**src/rtl/core/mbfr_pkg.sv**
```systemverilog
package mbfr_pkg;

	// index and length width, fixed by the frame_length field
	localparam int IDX_W = 6;

	// result item kinds
	localparam logic [1:0] KIND_ACK  = 2'd0;
	localparam logic [1:0] KIND_NACK = 2'd1;
	localparam logic [1:0] KIND_BYTE = 2'd2;

	// register select bit (byte address bit 2)
	localparam logic REG_ACK  = 1'b0;
	localparam logic REG_NACK = 1'b1;

	typedef struct packed {
		logic [7:0] data_byte;
		logic       mode_bit;
	} in_item_t;

	typedef struct packed {
		logic [1:0]       kind;
		logic [7:0]       data;
		logic [IDX_W-1:0] frame_length;
		logic             last;
	} out_item_t;

	// controller to datapath
	typedef struct packed {
		logic accept;
		logic load_byte;
	} dp_cmd_t;

	// datapath to controller
	typedef struct packed {
		logic emit_ack;
		logic emit_nack;
		logic emit_frame;
		logic out_last;
	} dp_stat_t;

endpackage

```
**src/rtl/core/mbfr_ram.sv**
```systemverilog
module mbfr_ram #(
	parameter int WIDTH = 8,
	parameter int DEPTH = 40,
	localparam int AW = $clog2(DEPTH)
) (
	input  logic             clk,
	input  logic             we,
	input  logic [AW-1:0]    addr,
	input  logic [WIDTH-1:0] wdata,
	output logic [WIDTH-1:0] rdata
);

	logic [WIDTH-1:0] mem_q [DEPTH];

	always_ff @(posedge clk) begin
		if (we) begin
			mem_q[addr] <= wdata;
		end
		rdata <= mem_q[addr];
	end

endmodule

```
**src/rtl/core/mbfr_ctrl.sv**
```systemverilog
module mbfr_ctrl import mbfr_pkg::*; (
	input  logic     clk,
	input  logic     arst_n,
	input  logic     in_valid,
	output logic     in_stall,
	output logic     out_valid,
	input  logic     out_stall,
	input  dp_stat_t stat,
	output dp_cmd_t  cmd
);

	localparam logic [1:0] ST_IDLE = 2'd0;
	localparam logic [1:0] ST_HOLD = 2'd1;
	localparam logic [1:0] ST_RD   = 2'd2;
	localparam logic [1:0] ST_LD   = 2'd3;

	logic [1:0] state_q;
	logic [1:0] state_nxt;

	always_comb begin
		state_nxt     = state_q;
		cmd.accept    = 1'b0;
		cmd.load_byte = 1'b0;
		unique case (state_q)
			ST_IDLE: begin
				if (in_valid) begin
					cmd.accept = 1'b1;
					if (stat.emit_ack || stat.emit_nack) begin
						state_nxt = ST_HOLD;
					end else if (stat.emit_frame) begin
						state_nxt = ST_RD;
					end
				end
			end
			ST_HOLD: begin
				if (!out_stall) begin
					state_nxt = stat.out_last ? ST_IDLE : ST_RD;
				end
			end
			ST_RD: begin
				state_nxt = ST_LD;
			end
			ST_LD: begin
				cmd.load_byte = 1'b1;
				state_nxt     = ST_HOLD;
			end
			default: begin
				state_nxt = ST_IDLE;
			end
		endcase
	end

	assign in_stall  = (state_q != ST_IDLE);
	assign out_valid = (state_q == ST_HOLD);

	always_ff @(posedge clk or negedge arst_n) begin
		if (!arst_n) begin
			state_q <= ST_IDLE;
		end else begin
			state_q <= state_nxt;
		end
	end

endmodule

```
**src/rtl/core/mbfr_dp.sv**
```systemverilog
module mbfr_dp import mbfr_pkg::*; #(
	parameter int FRAME_CAPACITY = 40,
	localparam int AW = $clog2(FRAME_CAPACITY)
) (
	input  logic          clk,
	input  logic          arst_n,
	input  in_item_t      in_item,
	input  logic [7:0]    ack_code,
	input  logic [7:0]    nack_code,
	input  dp_cmd_t       cmd,
	output dp_stat_t      stat,
	output logic          ram_we,
	output logic [AW-1:0] ram_addr,
	output logic [7:0]    ram_wdata,
	input  logic [7:0]    ram_rdata,
	output out_item_t     out_item
);

	logic [IDX_W-1:0] fill_q;
	logic [7:0]       sum_q;
	logic [IDX_W-1:0] len_q;
	logic [IDX_W-1:0] rd_idx_q;
	out_item_t        out_q;

	logic             wrap;
	logic [IDX_W-1:0] wr_idx;
	logic [IDX_W-1:0] wr_next;
	logic [7:0]       sum_eff;
	logic [7:0]       sum_nxt;
	logic             match;
	logic             len_nz;

	// store full: start over at entry zero, earlier bytes leave the sum
	assign wrap    = (fill_q >= IDX_W'(FRAME_CAPACITY));
	assign wr_idx  = wrap ? '0 : fill_q;
	assign wr_next = wr_idx + IDX_W'(1);
	assign sum_eff = wrap ? '0 : sum_q;
	assign sum_nxt = sum_eff + in_item.data_byte;
	assign match   = (sum_eff == in_item.data_byte);
	assign len_nz  = (wr_idx != '0);

	assign stat.emit_ack   = in_item.mode_bit && match && len_nz;
	assign stat.emit_nack  = in_item.mode_bit && !match && len_nz;
	assign stat.emit_frame = in_item.mode_bit && match;
	assign stat.out_last   = out_q.last;

	assign ram_we    = cmd.accept;
	assign ram_addr  = cmd.accept ? wr_idx[AW-1:0] : rd_idx_q[AW-1:0];
	assign ram_wdata = in_item.data_byte;
	assign out_item  = out_q;

	always_ff @(posedge clk or negedge arst_n) begin
		if (!arst_n) begin
			fill_q <= '0;
			sum_q  <= '0;
		end else if (cmd.accept) begin
			fill_q <= in_item.mode_bit ? '0 : wr_next;
			sum_q  <= in_item.mode_bit ? '0 : sum_nxt;
		end
	end

	always_ff @(posedge clk) begin
		if (cmd.accept) begin
			len_q    <= wr_idx;
			rd_idx_q <= '0;
			if (stat.emit_ack) begin
				out_q <= '{kind: KIND_ACK, data: ack_code, frame_length: wr_next,
					last: 1'b0};
			end else if (stat.emit_nack) begin
				out_q <= '{kind: KIND_NACK, data: nack_code, frame_length: '0,
					last: 1'b1};
			end
		end else if (cmd.load_byte) begin
			out_q <= '{kind: KIND_BYTE, data: ram_rdata,
				frame_length: len_q + IDX_W'(1), last: (rd_idx_q == len_q)};
			rd_idx_q <= rd_idx_q + IDX_W'(1);
		end
	end

endmodule

```
**src/rtl/core/mode_bit_frame_receiver.sv**
```systemverilog
// receiver for 9-bit bus words (a byte plus a mode bit). data words are
// written into a frame store of FRAME_CAPACITY bytes and summed on the fly;
// the fill index wraps to zero when the store is full. a word with the mode
// bit set is the checksum word and closes the frame: on a match the block
// sends an ack item (only if the frame had earlier bytes) and then every
// stored byte, checksum included, with last set on the final one; on a
// mismatch with earlier bytes it sends one nack item (count an error). a
// lone bad checksum word gives nothing. a data word, or a checksum word
// that gives no result, is taken in the idle state and the block is ready
// again at once. while result items drain, in_stall stays high. an ack or
// nack item is held until out_stall is low; each frame byte goes through
// three steps (address, registered read of the store's single port, hold),
// the hold waiting out out_stall. the store needs no clearing pass after
// reset. ack_code sits at byte address 0, nack_code at 4.
module mode_bit_frame_receiver import mbfr_pkg::*; #(
	parameter int FRAME_CAPACITY = 40
) (
	input  logic        clk,
	input  logic        arst_n,
	// register port
	input  logic        psel,
	input  logic        penable,
	input  logic        pwrite,
	input  logic [2:0]  paddr,
	input  logic [31:0] pwdata,
	output logic [31:0] prdata,
	output logic        pready,
	// incoming bus words
	input  logic        in_valid,
	output logic        in_stall,
	input  in_item_t    in_item,
	// result items
	output logic        out_valid,
	input  logic        out_stall,
	output out_item_t   out_item
);

	localparam int AW = $clog2(FRAME_CAPACITY);

	// configuration registers
	logic [7:0] ack_code_q;
	logic [7:0] nack_code_q;
	logic       reg_wr;

	// controller and datapath link
	dp_cmd_t    cmd;
	dp_stat_t   stat;

	// frame store port
	logic          ram_we;
	logic [AW-1:0] ram_addr;
	logic [7:0]    ram_wdata;
	logic [7:0]    ram_rdata;

	// register port: no wait states
	assign pready = 1'b1;
	assign reg_wr = psel && penable && pwrite;

	always_ff @(posedge clk or negedge arst_n) begin
		if (!arst_n) begin
			ack_code_q  <= 8'h00;
			nack_code_q <= 8'hFF;
		end else if (reg_wr) begin
			unique case (paddr[2])
				REG_ACK:  ack_code_q  <= pwdata[7:0];
				REG_NACK: nack_code_q <= pwdata[7:0];
				default:  ;
			endcase
		end
	end

	// read back
	always_comb begin
		unique case (paddr[2])
			REG_ACK:  prdata = {24'd0, ack_code_q};
			REG_NACK: prdata = {24'd0, nack_code_q};
			default:  prdata = '0;
		endcase
	end

	// sequencer: accept word, then walk the store for the result items
	mbfr_ctrl u_ctrl (
		.clk       (clk),
		.arst_n    (arst_n),
		.in_valid  (in_valid),
		.in_stall  (in_stall),
		.out_valid (out_valid),
		.out_stall (out_stall),
		.stat      (stat),
		.cmd       (cmd)
	);

	// fill index, running sum, read index and output register
	mbfr_dp #(
		.FRAME_CAPACITY (FRAME_CAPACITY)
	) u_dp (
		.clk       (clk),
		.arst_n    (arst_n),
		.in_item   (in_item),
		.ack_code  (ack_code_q),
		.nack_code (nack_code_q),
		.cmd       (cmd),
		.stat      (stat),
		.ram_we    (ram_we),
		.ram_addr  (ram_addr),
		.ram_wdata (ram_wdata),
		.ram_rdata (ram_rdata),
		.out_item  (out_item)
	);

	// frame store, contents undefined until written
	mbfr_ram #(
		.WIDTH (8),
		.DEPTH (FRAME_CAPACITY)
	) u_store (
		.clk   (clk),
		.we    (ram_we),
		.addr  (ram_addr),
		.wdata (ram_wdata),
		.rdata (ram_rdata)
	);

endmodule

```
**config.mk**
```make
export PLATFORM = sky130hd
export DESIGN_NAME = mode_bit_frame_receiver
export DESIGN_NICKNAME = d
export VERILOG_FILES = /design/src/rtl/core/mbfr_pkg.sv /design/src/rtl/core/mbfr_ram.sv /design/src/rtl/core/mbfr_ctrl.sv /design/src/rtl/core/mbfr_dp.sv /design/src/rtl/core/mode_bit_frame_receiver.sv
export SDC_FILE = /design/constraint.sdc
export NUM_CORES = 1
export LEC_CHECK = 0
export BUFFER_PORTS_ARGS = -buffer_cell sky130_fd_sc_hd__buf_4
export CORE_UTILIZATION = 40
export CTS_BUF_LIST = sky130_fd_sc_hd__clkbuf_4 sky130_fd_sc_hd__clkbuf_8
export DETAILED_ROUTE_END_ITERATION = 12
export MAX_ROUTING_LAYER = met4
export SETUP_SLACK_MARGIN = 0.5
export SKIP_CTS_REPAIR_TIMING = 1
export SKIP_LAST_GASP = 1
export SYNTH_ARGS = -nofsm -noshare
export SYNTH_HDL_FRONTEND = slang
export SYNTH_SLANG_ARGS = --single-unit
export TNS_END_PERCENT = 50
```
**constraint.sdc**
```tcl
create_clock -name clk -period 7.45 [get_ports clk]
set_input_delay 1.1175 -clock clk [delete_from_list [all_inputs] [get_ports clk]]
set_output_delay 1.1175 -clock clk [all_outputs]
set_load 0.01 [all_outputs]
```
# --- After elaboration in Yosys (flattened, before gate mapping) ---
# Memories as Yosys holds them, arrays and structs flattened. A register that Yosys moved wholly into a read port is not among the register bits.
# Cells that the tools add are included.
totals:
  ff_bits: 61
  mem_bits_rw: 320
  inputBits: 51
  output_inout_bits: 52
  word_cells: 64
  memories: 1
memory_table:
  columns: ["name", "depth", "word_bits", "read_ports", "rd_clocked_by_memory_dff", "write_ports", "line", "source"]
  rows:
  - ["u_store.mem_q", 40, 8, 1, 1, 1, "mbfr_ram.sv:13", "logic [WIDTH-1:0] mem_q [DEPTH];"]
classes:
  add_sub_neg: 4
  magnitude_cmp: 1
  n_eq_ne: 9
  muxes: 21
  bitwise_logic: 1
  n_reduce_logical: 16
op_table:
  columns: ["op", "n"]
  rows:
  - ["$mux 17", 4]
  - ["$pmux 32 s2", 1]
  - ["$add 6x1->6 const B", 3]
  - ["$mux 6", 3]
  - ["$mux 8", 2]
  - ["$mux 2", 5]
  - ["$add 8x8->8", 1]
  - ["$eq 8x8->1", 1]
  - ["$pmux 2 s4", 1]
  - ["$eq 6x6->1", 1]
  - ["$ge 6x6->1 const B", 1]
  - ["$logic_and 1x1->1", 6]
  - ["$reduce_and 2->1", 3]
  - ["$reduce_bool 6->1", 1]
  - ["$mux 1", 5]
  - ["$eq 2x2->1 const B", 2]
  - ["$ne 2x2->1 const B", 2]
  - ["$reduce_bool 2->1", 2]
  - ["$ne 3x1->1 const B", 1]
  - ["$ne 3x2->1 const B", 1]
  - ["$reduce_and 3->1", 1]
  - ["$eq 2x1->1 const B", 1]
  - ["$logic_not 2->1", 1]
  - ["$logic_not 1->1", 1]
  - ["2 further kinds", 2]

# --- Logic depth before layout (Yosys ltp) ---
logic_depth:
  depth_word: 10
  mapped_depth: 13
  mapped_depth_nobuf: 10

# --- By module ---
# A second synthesis with hierarchy kept.
unflattened:
  hier_cells: 1049
  hier_area_um2: 16385.7
modules_own_cells:
  columns: ["mod", "instances", "cells_per_inst", "area_per_inst_um2", "seq_area_each_um2"]
  rows:
  - ["mbfr_ram", 1, 721, 12759.7, 9769.4]
  - ["mbfr_dp", 1, 244, 2571.2, 1161.1]
  - ["mode_bit_frame_receiver", 1, 70, 932.1, 410.4]
  - ["mbfr_ctrl", 1, 14, 122.6, 50.0]

# --- Worst setup path before layout ---
# No wires, ideal clock.
synth_timing:
  path_type: "input to register"
  startpoint: "input in_valid"
  endpoint: "register u_dp.out_q (netlist bit u_dp.out_item[0]) (enable)"
  setup_ns: 0.415
  t_arrival_ns: 3.373
  t_required_ns: 7.035
  path_slack_ns: 3.662
  path_stages: 6
  n_path_buf: 4
  cell_sequence: "or3b_1 > buf_2 > buf_6 > clkbuf_1 > clkbuf_1 > o21ai_0"
synth_via:
  elab_chain_len: 4
  word_cells_on_any_way: 5
  cone_classes: "1 x eq/ne; 2 x mux; 2 x reduce/logical"
synth_rtl:
  columns: ["item", "line", "source"]
  rows:
  - ["from (decl)", "mode_bit_frame_receiver.sv:29", "input logic in_valid,"]
  - ["$mux 1 *", "mbfr_ctrl.sv:26", "if (in_valid) begin"]
  - ["$mux 1 *", "mbfr_ctrl.sv:24", "unique case (state_q)"]
  - ["$ne 3x1->1 (no source line) or $reduce_bool 2->1 (tied branches)", null, null]
  - ["$reduce_and 2->1 (no source line) *", null, null]
  - ["to (signal assigned)", "mbfr_dp.sv:67", "out_q <= '{kind: KIND_ACK, data: ack_code, frame_length: wr_next,"]
  - ["to (signal assigned)", "mbfr_dp.sv:70", "out_q <= '{kind: KIND_NACK, data: nack_code, frame_length: '0,"]
  - ["to (signal assigned)", "mbfr_dp.sv:74", "out_q <= '{kind: KIND_BYTE, data: ram_rdata,"]
  - ["to (decl)", "mbfr_dp.sv:23", "out_item_t out_q;"]
# Every way passes the cells marked *; elsewhere a longest branch is shown, timed or not.
# A chain may end at the register's enable or synchronous reset.

# --- Worst setup path after layout ---
layout_timing:
  startpoint: "input in_valid"
  endpoint: "register u_store.rdata[5] (read register of u_store.mem_q)"
layout_via:
  elab_chain_len: 3
layout_rtl:
  columns: ["item", "line", "source"]
  rows:
  - ["$mux 1", "mbfr_ctrl.sv:26", null]
  - ["$mux 1", "mbfr_ctrl.sv:24", null]
  - ["$mux 6", "mbfr_dp.sv:48", "assign ram_addr = cmd.accept ? wr_idx[AW-1:0] : rd_idx_q[AW-1:0];"]
  - ["to (decl)", "mbfr_ram.sv:10", "output logic [WIDTH-1:0] rdata"]
# Every way passes these cells.

==> impl_metrics.py <==
metrics = {
    "run_status": {
        "status": "finished with violations",
        "violations": "DRC",
    },
    "layout": {
        "layout.cells.non_filler": 1769,
        "final_area_um2": 18500,
        "area_growth_pct": 13.01,
        "drive_gt1_share_pct": 18.83,
        "fill_cells": 3544,
        "layout.nets": 1263,
    },
    "timing": {
        "timing.fmax_mhz": 206.7,
        "setup_viol": 0,
        "relSlewSlack_pct": 21.22,
        "period_minus_slack_ps": 4837,
        "slew_viol_final": 0,
        "fin_worst_skew_ps": 19.72,
        "period_share_pct": 64.93,
        "rsz0062_at_grt": "no",
        "setup_tns_ps": 0,
        "hold_viol_final": 0,
        "worstMarginPinSlew_ps": 1152,
    },
    "global_route": {
        "grt_max_degree": 47,
        "grt-ovfl-total": 0,
        "grt_usage_pct": 23.03,
        "grt_pass1_wl_um": 67910,
        "grt_pass1_vias": 10430,
        "antenna_found_initial": 2,
    },
    "detailed_routing": {
        "postRouteAntennaNets": 0,
        "drtPass1Iterations": 10,
        "totalWireLength_um": 46910,
        "dr_total_vias": 10750,
        "drt_iter0_drc": 1515,
        "wl_per_cell_um": 26.52,
        "via_per_inst": 6.074,
        "drc_errors": 1,
    },
    "setup_path": {
        "crit_path_cell_trace": "buf_4, or3b_2, inv_2, o21a_1, or2_1, buf_4, a222oi_1, a31oi_1, a2111oi_0, nand2_1",
        "path_class": "input pin to flop",
        "critPathArrivalTime_ps": 5320,
        "cp_num_buf_inv": 3,
        "cpMaxStageDelayCell": "a2111oi_0",
        "worstPathRequired_ps": 7940,
        "path_delay_family": "compound AO/OA/AOI/OAI gates",
        "path_max_fanout": 39,
        "critPathLaunchType": "input pin",
        "path_common_cell": "buf_4",
        "cp-end-kind": "flop",
        "critPathMaxStageDelay_ps": 1030,
    },
    "job": {
        "max_cap_violations": 0,
    },
    "clocking": {
        "clock_latency_ps": 640,
        "clk_path_buf_depth": 3,
        "htreeDepth": 2,
        "cts_root_buffer": "clkbuf_8",
        "cts.sinks": 389,
        "cts_tree": "built",
        "clk_pin_slew_ps": 70,
        "numCtsBuffers": 60,
    },
    "yosys": {
        "ys.flop_type": "edfxtp_1",
        "synthArstFlopShare_pct": 8.226,
        "yosysWarnings": 0,
        "syn-cell-area_um2": 16370,
        "ys_types": 71,
        "ys_seq_elements": 389,
        "avgSynthCellArea_um2": 14.48,
        "synthCells": 1130,
        "ys_seq_area_share_pct": 69.60,
        "synth_edf_count": 343,
    },
    "placed_design": {
        "port_buffers": 51,
        "place_area_um2": 17250,
        "place_congestion": 0.9580,
        "dp_cells": 1663,
        "dpl.hpwl_um": 28330,
    },
    "hold_path": {
        "hold_class": "input pin to asynchronous set/reset pin",
    },
    "floorplanning": {
        "die_y_um": 204.3,
        "start_util_pct": 40.91,
        "rows": 73,
        "dieArea_um2": 41730,
        "core_um2": 40010,
        "ios": 103,
        "fp.dieW_um": 204.3,
    },
    "pwr": {
        "cellPowerDensity_nw_per_um2": 342.5,
        "peakVddDrop_mv": 0.1772,
        "leakage_nw": 6.290,
    },
}
==> registers in the layout, indices dropped and copies added (netlist names) <==
| name | cells |
|---|---|
| u_store.mem_q | 320 |
| u_ctrl.state_q | 2 |
| u_dp.fill_q | 6 |
| u_dp.rd_idx_q | 6 |
| u_dp.out_item | 17 |
| nack_code_q | 8 |
| u_store.rdata | 8 |
| u_dp.sum_q | 8 |
| u_dp.len_q | 6 |
| ack_code_q | 8 |
==> report_power, final <==
group	leakage (nW)	total (W)	internal, W	switching [W]
sequential	3.59	0.00271	0.00257	0.000141
clock	0.658	0.00183	0.00101	0.000822
combinational	2.04	0.00180	0.000651	0.00115
==> metrics by stage <==
step | hold WS, ps | setup slack [ps] | power [W] | utilization (%)
floorplan | 430.4 | 3662 | 0.003830 | -
global placement | 447.1 | 2113 | 0.004494 | 43.12
detailed placement | 455.1 | 2080 | 0.004517 | 43.12
CTS | 419.9 | 2767 | 0.006332 | 46.23
global route | 432.8 | 2514 | 0.006583 | 46.23
finish | 421.2 | 2613 | 0.006336 | 46.23
==> Yosys cell counts (6+ instances only) <==
| library cell | instances | share of area, % |
|---|---|---|
| a21oi_1 | 27 | 0.83 |
| a221oi_1 | 17 | 0.91 |
| a222oi_1 | 40 | 2.4 |
| a22o_1 | 30 | 1.6 |
| a22oi_1 | 73 | 3.3 |
| a31oi_1 | 18 | 0.69 |
| and2_1 | 10 | 0.38 |
| and3_1 | 9 | 0.34 |
| buf_2 | 10 | 0.31 |
| buf_4 | 25 | 1.1 |
| buf_6 | 7 | 0.48 |
| clkbuf_1 | 48 | 1.1 |
| dfrtp_1 | 24 | 3.7 |
| dfstp_2 | 8 | 1.3 |
| dfxtp_1 | 14 | 1.7 |
| edfxtp_1 | 343 | 63 |
| ha_1 | 11 | 0.84 |
| inv_1 | 7 | 0.16 |
| mux2_2 | 27 | 1.9 |
| mux2i_1 | 29 | 1.8 |
| nand2_1 | 78 | 1.8 |
| nand3_1 | 22 | 0.67 |
| nand4_1 | 20 | 0.76 |
| nor2_1 | 51 | 1.2 |
| nor2b_1 | 15 | 0.57 |
| nor3_1 | 7 | 0.21 |
| nor4_1 | 9 | 0.34 |
| o21ai_0 | 35 | 1.1 |
| o31ai_1 | 6 | 0.28 |
| xnor2_1 | 14 | 0.75 |
| xor2_1 | 11 | 0.59 |
==> metal layers <==
metal  wire (um)  vias to the layer above  global-route usage (%)
li1            -                     4624                       -
met1       19530                     5334                   31.20
met2       21220                      675                   34.39
met3        4839                      112                   4.688
met4        1315                        0                   8.049
met5           0                        -                       -
==> cell families after synthesis <==
logic type	after synthesis	synth area share, %
AO/OA/AOI/OAI	286	13.17
multiplexers	56	3.631
flip-flops	389	69.60
buffers and inverters	103	3.333
other	2	0.04589
XOR/XNOR	25	1.338
AND/OR/NAND/NOR	257	7.920
adder cells (fa/ha/maj)	12	0.9632
==> worst register-to-register path, delay by kind of cell, from the launching register on <==
kind / cells / cell delay [ps]
buf+inv: 2 / 1130
flops: 1 / 460
compound gates: 1 / 700
simple gates: 3 / 2070
==> cell type report <==
type	count	area [um^2]	area share, %
diodes	1	2.502	0.01353
clock buffers	91	1140	6.162
clock inverters	14	105.1	0.5682
inverters	8	30.03	0.1623
multi-input cells	661	4571	24.71
flip-flops and latches	389	11390	61.58
well taps	525	656.9	3.551
repair buffers	80	600.6	3.247
==> cell usage in the layout, fill, tap and decap left out, types with 7 or more instances in the layout <==
| cell | n |
|---|---|
| a222oi_1 | 40 |
| nand2_1 | 78 |
| mux2i_1 | 29 |
| buf_4 | 80 |
| dfxtp_1 | 14 |
| inv_1 | 7 |
| clkbuf_4 | 18 |
| nand3_1 | 22 |
| o21ai_0 | 34 |
| a31oi_1 | 18 |
| dfrtp_1 | 24 |
| and3_1 | 9 |
| edfxtp_1 | 343 |
| ha_1 | 11 |
| xnor2_1 | 14 |
| conb_1 | 25 |
| a221oi_1 | 17 |
| a21oi_1 | 27 |
| nand4_1 | 20 |
| nor2_1 | 51 |
| nor2b_1 | 15 |
| mux2_2 | 27 |
| xor2_1 | 11 |
| a22o_1 | 30 |
| and2_1 | 10 |
| dfstp_2 | 8 |
| a22oi_1 | 73 |
| clkbuf_8 | 73 |
==> path summary, 6_finish.rpt <==
kind                                   start              endpoint  slack [ps]  depth (start not counted)
max                                 in_valid      u_store.rdata[5]        2610                         10
min                                   arst_n         u_dp.sum_q[4]         420                          1
max reg2reg                u_ctrl.state_q[1]  u_store.mem_q[16][7]        2720                          6
min reg2reg                    u_dp.sum_q[0]         u_dp.sum_q[0]         460                          2
max in group asynchronous             arst_n        nack_code_q[2]        6650                          1
min in group clk               u_dp.sum_q[0]         u_dp.sum_q[0]         460                          2
Note: power is estimated with default switching activity, not from simulation.
